$ cat config.mk
export PLATFORM = sky130hd
export DESIGN_NAME = marker_record_field_parser_top
export DESIGN_NICKNAME = d
export VERILOG_FILES = /design/src/rtl/core/mrfp_pkg.sv /design/src/rtl/core/mrfp_front.sv /design/src/rtl/core/mrfp_queue.sv /design/src/rtl/core/mrfp_back.sv /design/src/rtl/core/marker_record_field_parser_top.sv
export VERILOG_INCLUDE_DIRS = /design/src /design/src/rtl/core
export SDC_FILE = /design/constraint.sdc
export NUM_CORES = 1
export LEC_CHECK = 0
export BUFFER_PORTS_ARGS = -buffer_cell sky130_fd_sc_hd__buf_4
export CORE_MARGIN = 3
export CORE_UTILIZATION = 55
export CTS_BUF_LIST = sky130_fd_sc_hd__clkbuf_8
export CTS_CLUSTER_DIAMETER = 60
export DETAILED_ROUTE_END_ITERATION = 16
export HOLD_SLACK_MARGIN = 0.08
export PLACE_DENSITY = 0.73
export SLEW_MARGIN = 30
export SYNTH_ARGS = -nofsm -noshare
export SYNTH_HDL_FRONTEND = slang
export SYNTH_SLANG_ARGS = --single-unit
$ cat constraint.sdc
create_clock -name clk_i -period 7 [get_ports clk_i]
set_input_delay 0.35 -clock clk_i [delete_from_list [all_inputs] [get_ports clk_i]]
set_output_delay 0.35 -clock clk_i [all_outputs]
set_load 0.02 [all_outputs]
$ cat src/rtl/core/marker_record_field_parser_top_macros.svh
// Assertion macros shared by the marker record field parser RTL.
// Each macro expects clk_i and an active-low rst_ni in the including module.
`ifndef MARKER_RECORD_FIELD_PARSER_TOP_MACROS_SVH
`define MARKER_RECORD_FIELD_PARSER_TOP_MACROS_SVH

// Condition must hold at every clock edge outside reset.
`define MRFP_ASSERT_ALWAYS(lbl, cond, msg) \
  lbl: assert property (@(posedge clk_i) disable iff (!rst_ni) (cond)) else $error(msg);

// Consequent must hold in the same cycle as the antecedent.
`define MRFP_ASSERT_IMP(lbl, ante, cons, msg) \
  lbl: assert property (@(posedge clk_i) disable iff (!rst_ni) (ante) |-> (cons)) \
    else $error(msg);

// Consequent must hold in the cycle after the antecedent.
`define MRFP_ASSERT_NEXT(lbl, ante, cons, msg) \
  lbl: assert property (@(posedge clk_i) disable iff (!rst_ni) (ante) |=> (cons)) \
    else $error(msg);

`endif

$ cat src/rtl/core/mrfp_pkg.sv
// Package of the marker record field parser: widths, character codes,
// field kinds and the request types passed between front, queue and back.
`timescale 1ns / 1ps

package mrfp_pkg;

  localparam int unsigned CharW    = 8;
  localparam int unsigned IdxW     = 4;
  localparam int unsigned LongValW = 14;
  localparam int unsigned ShortValW = 7;
  localparam int unsigned CntW     = 4;
  localparam int unsigned BudgetW  = 3;
  localparam int unsigned OutDataW = 56;
  localparam int unsigned QueueDepth = 4;

  localparam logic [CharW-1:0] CharStar = 8'h2A;
  localparam logic [CharW-1:0] CharM    = 8'h4D;
  localparam logic [CharW-1:0] CharT    = 8'h54;
  localparam logic [CharW-1:0] Char0    = 8'h30;
  localparam logic [CharW-1:0] Char9    = 8'h39;

  localparam logic [BudgetW-1:0] LongBudget  = 3'd4;
  localparam logic [BudgetW-1:0] ShortBudget = 3'd2;

  typedef enum logic [2:0] {
    KIND_NONE   = 3'd0,
    KIND_CHANGE = 3'd1,
    KIND_NOW    = 3'd2,
    KIND_MODE   = 3'd3,
    KIND_TIME   = 3'd4
  } field_kind_e;

  // One parsed record as it leaves the parser.
  typedef struct packed {
    logic [IdxW-1:0]      index;
    logic [LongValW-1:0]  change;
    logic [LongValW-1:0]  now;
    logic [ShortValW-1:0] mode;
    logic [ShortValW-1:0] tim;
  } record_t;

  // Request queued between front and back: a record, a summary or both.
  typedef struct packed {
    logic            has_rec;
    logic            has_sum;
    record_t         rec;
    logic [CntW-1:0] count;
    logic            ovf;
  } work_t;

endpackage

$ cat src/rtl/core/mrfp_front.sv
// Front part: accepts characters, runs the field parser and classifies the
// step into a record request, a summary request or both. Uses mrfp_pkg.
`timescale 1ns / 1ps

module mrfp_front import mrfp_pkg::*; #(
  parameter int unsigned MAX_RECORDS = 15
) (
  input  logic             clk_i,
  input  logic             rst_ni,
  input  logic             in_valid_i,
  output logic             in_ready_o,
  input  logic [CharW-1:0] char_i,
  input  logic             last_i,
  input  logic             full_i,
  output logic             push_o,
  output work_t            push_data_o
);

  typedef struct packed {
    logic                 sp;
    field_kind_e          kind;
    logic [BudgetW-1:0]   dl;
    logic [LongValW-1:0]  acc;
    logic [LongValW-1:0]  chg;
    logic [LongValW-1:0]  now;
    logic [ShortValW-1:0] mode;
    logic [ShortValW-1:0] tim;
    logic [CntW-1:0]      cnt;
    logic                 ovf;
  } parse_state_t;

  typedef struct packed {
    parse_state_t st;
    logic         emit_ok;
    record_t      rec;
  } close_res_t;

  parse_state_t state_q, state_d, nxt;
  close_res_t   cl;
  record_t      rec;
  logic         emit, star_now, done, digit, in_fire;

  function automatic logic is_open(field_kind_e k);
    return (k == KIND_CHANGE) || (k == KIND_NOW) || (k == KIND_MODE) || (k == KIND_TIME);
  endfunction

  // Close the open field; closing the time field completes the record.
  function automatic close_res_t close_field(parse_state_t s);
    close_res_t r;
    r         = '0;
    r.st      = s;
    r.st.kind = KIND_NONE;
    r.st.dl   = '0;
    r.st.acc  = '0;
    case (s.kind)
      KIND_CHANGE: r.st.chg  = s.acc;
      KIND_NOW:    r.st.now  = s.acc;
      KIND_MODE:   r.st.mode = s.acc[ShortValW-1:0];
      KIND_TIME: begin
        r.rec = '{index: s.cnt, change: s.chg, now: s.now, mode: s.mode,
                  tim: s.acc[ShortValW-1:0]};
        if (s.cnt < CntW'(MAX_RECORDS)) begin
          r.emit_ok = 1'b1;
          r.st.cnt  = s.cnt + CntW'(1);
        end else begin
          r.st.ovf = 1'b1;
        end
        r.st.chg  = '0;
        r.st.now  = '0;
        r.st.mode = '0;
        r.st.tim  = '0;
      end
      default: ;
    endcase
    return r;
  endfunction

  assign in_ready_o = !full_i;
  assign in_fire    = in_valid_i && in_ready_o;
  assign digit      = (char_i >= Char0) && (char_i <= Char9);

  always_comb begin
    nxt      = state_q;
    cl       = '0;
    rec      = '0;
    emit     = 1'b0;
    star_now = 1'b0;
    done     = 1'b0;

    // A pending star becomes either a now field or a change field.
    if (nxt.sp) begin
      nxt.sp  = 1'b0;
      nxt.dl  = LongBudget;
      nxt.acc = '0;
      if (char_i == CharStar) begin
        nxt.kind = KIND_NOW;
        star_now = 1'b1;
      end else begin
        nxt.kind = KIND_CHANGE;
      end
    end

    if (!star_now) begin
      if (is_open(nxt.kind)) begin
        if (digit && (nxt.dl != '0)) begin
          nxt.acc = LongValW'((nxt.acc << 3) + (nxt.acc << 1) + LongValW'(char_i[3:0]));
          nxt.dl  = nxt.dl - BudgetW'(1);
          if (nxt.dl == '0) begin
            cl  = close_field(nxt);
            nxt = cl.st;
            if (cl.emit_ok) begin
              emit = 1'b1;
              rec  = cl.rec;
            end
          end
          done = 1'b1;
        end else begin
          cl  = close_field(nxt);
          nxt = cl.st;
          if (cl.emit_ok) begin
            emit = 1'b1;
            rec  = cl.rec;
          end
        end
      end else begin
        nxt.kind = KIND_NONE;
      end

      // Open a new field on a marker; stray digits and others are dropped.
      if (!done && !digit) begin
        if (char_i == CharStar) begin
          nxt.sp = 1'b1;
        end else if (char_i == CharM) begin
          nxt.kind = KIND_MODE;
          nxt.dl   = ShortBudget;
          nxt.acc  = '0;
        end else if (char_i == CharT) begin
          nxt.kind = KIND_TIME;
          nxt.dl   = ShortBudget;
          nxt.acc  = '0;
        end
      end
    end

    push_data_o         = '0;
    push_data_o.has_rec = 1'b0;

    // Message end: close whatever is open, then summarise and restart.
    if (last_i) begin
      if (nxt.sp) begin
        nxt.sp   = 1'b0;
        nxt.kind = KIND_CHANGE;
        nxt.dl   = LongBudget;
        nxt.acc  = '0;
      end
      if (is_open(nxt.kind)) begin
        cl  = close_field(nxt);
        nxt = cl.st;
        if (cl.emit_ok && !emit) begin
          emit = 1'b1;
          rec  = cl.rec;
        end
      end
      push_data_o.count = nxt.cnt;
      push_data_o.ovf   = nxt.ovf;
      nxt = '0;
    end

    push_data_o.has_rec = emit;
    push_data_o.has_sum = last_i;
    push_data_o.rec     = rec;
    push_o              = in_fire && (emit || last_i);
    state_d             = in_fire ? nxt : state_q;
  end

  always_ff @(posedge clk_i or negedge rst_ni) begin
    if (!rst_ni) begin
      state_q <= '0;
    end else begin
      state_q <= state_d;
    end
  end

`include "marker_record_field_parser_top_macros.svh"

  `MRFP_ASSERT_NEXT(a_front_restart, in_fire && last_i, state_q == '0, "parser not restarted after message end")

endmodule

$ cat src/rtl/core/mrfp_queue.sv
// Short request queue between the parser front and the output back part.
// Uses mrfp_pkg for the request type and depth.
`timescale 1ns / 1ps

module mrfp_queue import mrfp_pkg::*; (
  input  logic  clk_i,
  input  logic  rst_ni,
  input  logic  push_i,
  input  work_t push_data_i,
  output logic  full_o,
  input  logic  pop_i,
  output work_t pop_data_o,
  output logic  not_empty_o
);

  localparam int unsigned PtrW = (QueueDepth > 1) ? $clog2(QueueDepth) : 1;
  localparam int unsigned FillW = $clog2(QueueDepth + 1);

  work_t            mem_q [QueueDepth];
  logic [PtrW-1:0]  wr_ptr_q, wr_ptr_d, rd_ptr_q, rd_ptr_d;
  logic [FillW-1:0] fill_q, fill_d;

  assign full_o      = (fill_q == FillW'(QueueDepth));
  assign not_empty_o = (fill_q != '0);
  assign pop_data_o  = mem_q[rd_ptr_q];

  always_comb begin
    wr_ptr_d = wr_ptr_q;
    rd_ptr_d = rd_ptr_q;
    fill_d   = fill_q;
    if (push_i) begin
      wr_ptr_d = (wr_ptr_q == PtrW'(QueueDepth - 1)) ? '0 : wr_ptr_q + PtrW'(1);
    end
    if (pop_i) begin
      rd_ptr_d = (rd_ptr_q == PtrW'(QueueDepth - 1)) ? '0 : rd_ptr_q + PtrW'(1);
    end
    case ({push_i, pop_i})
      2'b10:   fill_d = fill_q + FillW'(1);
      2'b01:   fill_d = fill_q - FillW'(1);
      default: fill_d = fill_q;
    endcase
  end

  always_ff @(posedge clk_i or negedge rst_ni) begin
    if (!rst_ni) begin
      wr_ptr_q <= '0;
      rd_ptr_q <= '0;
      fill_q   <= '0;
    end else begin
      wr_ptr_q <= wr_ptr_d;
      rd_ptr_q <= rd_ptr_d;
      fill_q   <= fill_d;
    end
  end

  always_ff @(posedge clk_i) begin
    if (push_i) begin
      mem_q[wr_ptr_q] <= push_data_i;
    end
  end

`include "marker_record_field_parser_top_macros.svh"

  `MRFP_ASSERT_IMP(a_queue_no_overrun, push_i, !full_o, "request pushed into full queue")
  `MRFP_ASSERT_IMP(a_queue_no_underrun, pop_i, not_empty_o, "request popped from empty queue")

endmodule

$ cat src/rtl/core/mrfp_back.sv
// Back part: takes requests from the queue and presents each record and
// summary in the output register, one result per cycle while the receiver is ready. Uses mrfp_pkg.
`timescale 1ns / 1ps

module mrfp_back import mrfp_pkg::*; (
  input  logic                clk_i,
  input  logic                rst_ni,
  input  logic                q_valid_i,
  input  work_t               q_data_i,
  output logic                pop_o,
  output logic                out_valid_o,
  input  logic                out_ready_i,
  output logic                out_sum_o,
  output logic [OutDataW-1:0] out_data_o
);

  logic                out_valid_q, out_valid_d;
  logic                out_sum_q, out_sum_d;
  logic [OutDataW-1:0] out_data_q, out_data_d;
  logic                pend_q, pend_d;
  logic [CntW-1:0]     pend_cnt_q, pend_cnt_d;
  logic                pend_ovf_q, pend_ovf_d;
  logic                load;

  function automatic logic [OutDataW-1:0] pack_record(record_t r);
    return OutDataW'({1'b0, {CntW{1'b0}}, r.tim, r.mode, r.now, r.change, r.index});
  endfunction

  function automatic logic [OutDataW-1:0] pack_summary(logic [CntW-1:0] cnt, logic ovf);
    return OutDataW'({ovf, cnt, {(2 * ShortValW + 2 * LongValW + IdxW){1'b0}}});
  endfunction

  assign load = !out_valid_q || out_ready_i;
  assign pop_o = load && !pend_q && q_valid_i;

  always_comb begin
    out_valid_d = out_valid_q;
    out_sum_d   = out_sum_q;
    out_data_d  = out_data_q;
    pend_d      = pend_q;
    pend_cnt_d  = pend_cnt_q;
    pend_ovf_d  = pend_ovf_q;
    if (load) begin
      if (pend_q) begin
        // Summary held back behind its record.
        out_valid_d = 1'b1;
        out_sum_d   = 1'b1;
        out_data_d  = pack_summary(pend_cnt_q, pend_ovf_q);
        pend_d      = 1'b0;
      end else if (q_valid_i) begin
        out_valid_d = 1'b1;
        if (q_data_i.has_rec) begin
          out_sum_d  = 1'b0;
          out_data_d = pack_record(q_data_i.rec);
          pend_d     = q_data_i.has_sum;
          pend_cnt_d = q_data_i.count;
          pend_ovf_d = q_data_i.ovf;
        end else begin
          out_sum_d  = 1'b1;
          out_data_d = pack_summary(q_data_i.count, q_data_i.ovf);
        end
      end else begin
        out_valid_d = 1'b0;
      end
    end
  end

  always_ff @(posedge clk_i or negedge rst_ni) begin
    if (!rst_ni) begin
      out_valid_q <= 1'b0;
      pend_q      <= 1'b0;
    end else begin
      out_valid_q <= out_valid_d;
      pend_q      <= pend_d;
    end
  end

  always_ff @(posedge clk_i) begin
    out_sum_q  <= out_sum_d;
    out_data_q <= out_data_d;
    pend_cnt_q <= pend_cnt_d;
    pend_ovf_q <= pend_ovf_d;
  end

  assign out_valid_o = out_valid_q;
  assign out_sum_o   = out_sum_q;
  assign out_data_o  = out_data_q;

`include "marker_record_field_parser_top_macros.svh"

  `MRFP_ASSERT_ALWAYS(a_back_pend_behind_rec, !pend_q || (out_valid_q && !out_sum_q), "pending summary without a record shown")
  `MRFP_ASSERT_IMP(a_back_no_pop_pending, pop_o, !pend_q, "request popped while summary pending")

endmodule

$ cat src/rtl/core/marker_record_field_parser_top.sv
// Marker record field parser, top level. Results pass to the master side through
// the queue, written at the accepting edge, and then the output register.
// One character per cycle while the queue has room; a character ending both a record
// and the message gives two results, so a run of those holds input back once the
// four-entry queue fills.
// Reset (rst_ni low, asynchronous): parser state, queue and output valid clear.
`timescale 1ns / 1ps

module marker_record_field_parser_top import mrfp_pkg::*; #(
  parameter int unsigned MAX_RECORDS = 15
) (
  input  logic                clk_i,
  input  logic                rst_ni,
  // Slave side: one message character per request.
  input  logic                s_axis_tvalid_i,
  output logic                s_axis_tready_o,
  input  logic [CharW-1:0]    s_axis_tdata_i,   // [7:0] char_code
  input  logic                s_axis_tlast_i,   // message_end
  // Master side: records, then the message summary.
  output logic                m_axis_tvalid_o,
  input  logic                m_axis_tready_i,
  // [3:0] record_index, [17:4] change_value, [31:18] now_value,
  // [38:32] mode_value, [45:39] time_value, [49:46] record_count,
  // [50] overflowed, [55:51] zero
  output logic [OutDataW-1:0] m_axis_tdata_o,
  output logic                m_axis_tuser_o    // is_summary
);

  logic  push, full, pop, not_empty;
  work_t push_data, pop_data;

  // Front: parse each character and classify the step.
  mrfp_front #(
    .MAX_RECORDS(MAX_RECORDS)
  ) u_front (
    .clk_i       (clk_i),
    .rst_ni      (rst_ni),
    .in_valid_i  (s_axis_tvalid_i),
    .in_ready_o  (s_axis_tready_o),
    .char_i      (s_axis_tdata_i),
    .last_i      (s_axis_tlast_i),
    .full_i      (full),
    .push_o      (push),
    .push_data_o (push_data)
  );

  // Queue: decouple parsing from output back-pressure.
  mrfp_queue u_queue (
    .clk_i       (clk_i),
    .rst_ni      (rst_ni),
    .push_i      (push),
    .push_data_i (push_data),
    .full_o      (full),
    .pop_i       (pop),
    .pop_data_o  (pop_data),
    .not_empty_o (not_empty)
  );

  // Back: expand each request into its record and summary results.
  mrfp_back u_back (
    .clk_i       (clk_i),
    .rst_ni      (rst_ni),
    .q_valid_i   (not_empty),
    .q_data_i    (pop_data),
    .pop_o       (pop),
    .out_valid_o (m_axis_tvalid_o),
    .out_ready_i (m_axis_tready_i),
    .out_sum_o   (m_axis_tuser_o),
    .out_data_o  (m_axis_tdata_o)
  );

endmodule

==> results.py <==
metrics = {
    "run_status": {
        "status": "finished clean",
    },
    "routing": {
        "drc": 0,
        "dr.pass1.iters": 5,
        "wl_um": 35620,
        "avgRoutedWirePerCell_um": 22.70,
        "drtIter0Drc": 902,
        "drtAntennaViolNets": 0,
        "vias": 9676,
        "viasPerCell": 6.167,
    },
    "yosys": {
        "yosys.area.top_type": "edfxtp_1",
        "synth_cell_type_count": 77,
        "synth_enable_flop_cells": 269,
        "syn_area_per_cell_um2": 14.21,
        "synth_most_common_cell": "edfxtp_1",
        "yosys-top-cells-area": "edfxtp_1, dfrtp_1, mux4_2",
        "ys_warn_count": 0,
        "ys_seq_area_share_pct": 64.53,
        "synth_seq_cells": 339,
        "syn_area_mm2": 0.01523,
        "synth_cells": 1072,
        "synth_common_cells": "edfxtp_1, nand2_1, o21ai_0, dfrtp_1, nor2b_1",
        "synth_top_area_share_pct": 53.03,
        "synth-main-ff-cell": "edfxtp_1",
        "async_flop_share_pct": 20.65,
    },
    "critical_path": {
        "path_class": "reg2reg",
        "start_kind": "flop",
        "cp.required_ps": 7310,
        "arrival_ps": 5170,
        "critPathMaxFanout": 12,
        "end_kind": "flop",
    },
    "flow_run": {
        "drv_cap": 0,
    },
    "layout": {
        "area_growth_pct": 12.94,
        "drive_gt1_share_pct": 19.88,
        "n_antenna_cell": 0,
        "num-fill-cells": 2026,
        "multi_input_area_mm2": 0.005121,
        "nets": 1203,
        "regArea_mm2": 0.009834,
    },
    "timing": {
        "maxSlewViolCount": 0,
        "finalClockSkew_ps": 18.58,
        "post-route-period-util_pct": 69.48,
        "period_needed_ps": 4863,
        "tightest_slew_ps": 1022,
        "timing.hold.ws_ps": 135.1,
        "tns_ps": 0,
        "fmax_mhz": 205.6,
        "finalSetupViolations": 0,
        "rsz0062_at_grt": "no",
        "slew_headroom_pct": 31.87,
        "hold_viol": 0,
    },
    "power_and_ir_drop": {
        "p_per_area_mw_per_mm2": 345.0,
        "leakagePower_nw": 6.327,
        "ir_drop_v": 0.0002020,
    },
    "clock_tree": {
        "clk_latency_ps": 580,
        "post_cts_resize_count": 0,
        "cts_tree": "yes",
        "ctsLongestPathBuffers": 3,
        "htree_levels": 2,
        "clk_pin_slew_ps": 60,
        "cts.sinks": 339,
        "cts_setup_buffers": 0,
        "numCtsBuffers": 53,
        "cts_root_buf": "clkbuf_8",
    },
    "placement": {
        "port_buffers": 66,
        "dpl.hpwl_um": 22940,
        "place_congestion": 0.9658,
    },
    "floorplanning": {
        "start_util_pct": 56.21,
        "die_w_um": 172.4,
        "die_h_um": 172.4,
        "die-area_mm2": 0.02973,
        "core_area_mm2": 0.02710,
        "boundaryPins": 72,
        "std_cell_rows": 60,
    },
    "worst_hold_path": {
        "hold_path.class": "in2reg",
    },
    "grt": {
        "grt_overflow_total": 0,
        "grt_max_degree": 62,
        "grt_antenna_before_repair": 0,
        "track_usage_pct": 24.33,
        "grt_pass1_wl_um": 55140,
        "grt_pass1_vias": 9646,
    },
}
==> final timing paths <==
path	start	to	cells past startpoint	slack (ps)
worst max-delay path	u_front.state_q[67]	u_queue.mem_q[0][48]	13	2140
worst min-delay path	m_axis_tready_i	u_back.out_valid_o	3	140
worst max register to register	u_front.state_q[67]	u_queue.mem_q[0][48]	13	2140
worst min register to register	u_front.state_q[50]	u_front.state_q[50]	2	480
max in group asynchronous	rst_ni	u_front.state_q[27]	3	6160
min in group asynchronous	rst_ni	u_front.state_q[47]	2	250
==> power breakdown <==
part / leakage (nW) / switching (mW) / internal (mW)
registers: 3.51 / 0.191 / 2.60
clock network: 0.632 / 0.745 / 0.888
logic: 2.18 / 0.846 / 0.669
==> routing by layer <==
layer / GRT usage (%) / vias up / part of all wire (%)
met4: 7.185 / 0 / 2.7
met2: 38.87 / 434 / 48
met5: 0 / - / 0
li1: - / 4311 / -
met3: 4.367 / 72 / 7.2
met1: 34.72 / 4859 / 42
==> kinds of logic (layout without fill, tap and decap cells) <==
group / after synthesis / in the layout / synth area share, %
flops: 339 / 339 / 64.53
simple gates: 300 / 300 / 10.13
compound gates: 242 / 242 / 11.03
buf+inv: 81 / 202 / 2.300
mux: 57 / 57 / 8.041
fa+ha+maj: 35 / 35 / 2.973
xor+xnor: 17 / 17 / 0.9774
other cells: 1 / 5 / 0.02462
==> critical path: stages (launching register included) <==
cell and delay (ps):
dfrtp_1 500, inv_1 290, nand2_1 150, ha_1 210, ha_1 310, nand2_1 260, nand4_1 450, nand3_2 440
xnor2_1 210, ha_1 270, o2111ai_2 160, o311ai_2 760, nand2_1 300, and2_1 290
==> sequential cells by signal, summed over array words and instances, names as in the netlist <==
name,flops
u_back.pend_cnt_q,4
u_back.pend_ovf_q,1
u_back.out_sum_o,1
u_queue.mem_q,212
u_queue.wr_ptr_q,2
u_back.out_valid_o,1
u_back.out_data_o,51
u_back.pend_q,1
u_queue.fill_q,3
u_front.state_q,61
u_queue.rd_ptr_q,2
==> cell usage in the layout, fill, tap and decap left out, drive strengths merged, types with 4 or more instances in the layout <==
master,count
clkbuf,63
nor2,42
o31ai,11
nor3,11
ha,33
clkinv,5
conb,5
or2,4
a21oi,23
a31oi,6
dfrtp,70
nand2,116
xnor2,11
o211ai,4
o21ai,77
nand4,6
a22o,34
mux4,52
o32ai,6
edfxtp,269
nand3,14
nor2b,62
and3,8
a21o,6
inv,49
a22oi,31
nor3b,5
buf,81
and2,12
xor2,6
o22ai,10
==> metrics by stage <==
step                      worst slack, ps  cell area (µm²)  total power [mW]  instances  util, %
after floorplan                      2775            15250             3.805       1076        -
after global placement               2320            16060             4.326       1469    59.27
after detailed placement             2193            16120             4.367       1471    59.48
after CTS                            2192            17190             6.000       1569    63.42
after global routing                 1783            17200             6.229       1569    63.48
final                                2137            17200             5.935       1569    63.48
==> repair_timing <==
item                       4_1_cts  5_1_grt
hold buffers                     1        0
setup endpoints to repair        0        0
hold endpoints to repair        29        0
==> final cells by class <==
type | count | share of cell area (%)
Clock inverter | 34 | 1.113
Timing Repair Buffer | 82 | 3.709
Inverter | 23 | 0.5018
Sequential cell | 339 | 57.16
Tap cell | 372 | 2.705
Multi-Input combinational cell | 656 | 29.77
Clock buffer | 63 | 5.040
(Power assumes the default switching activity.)
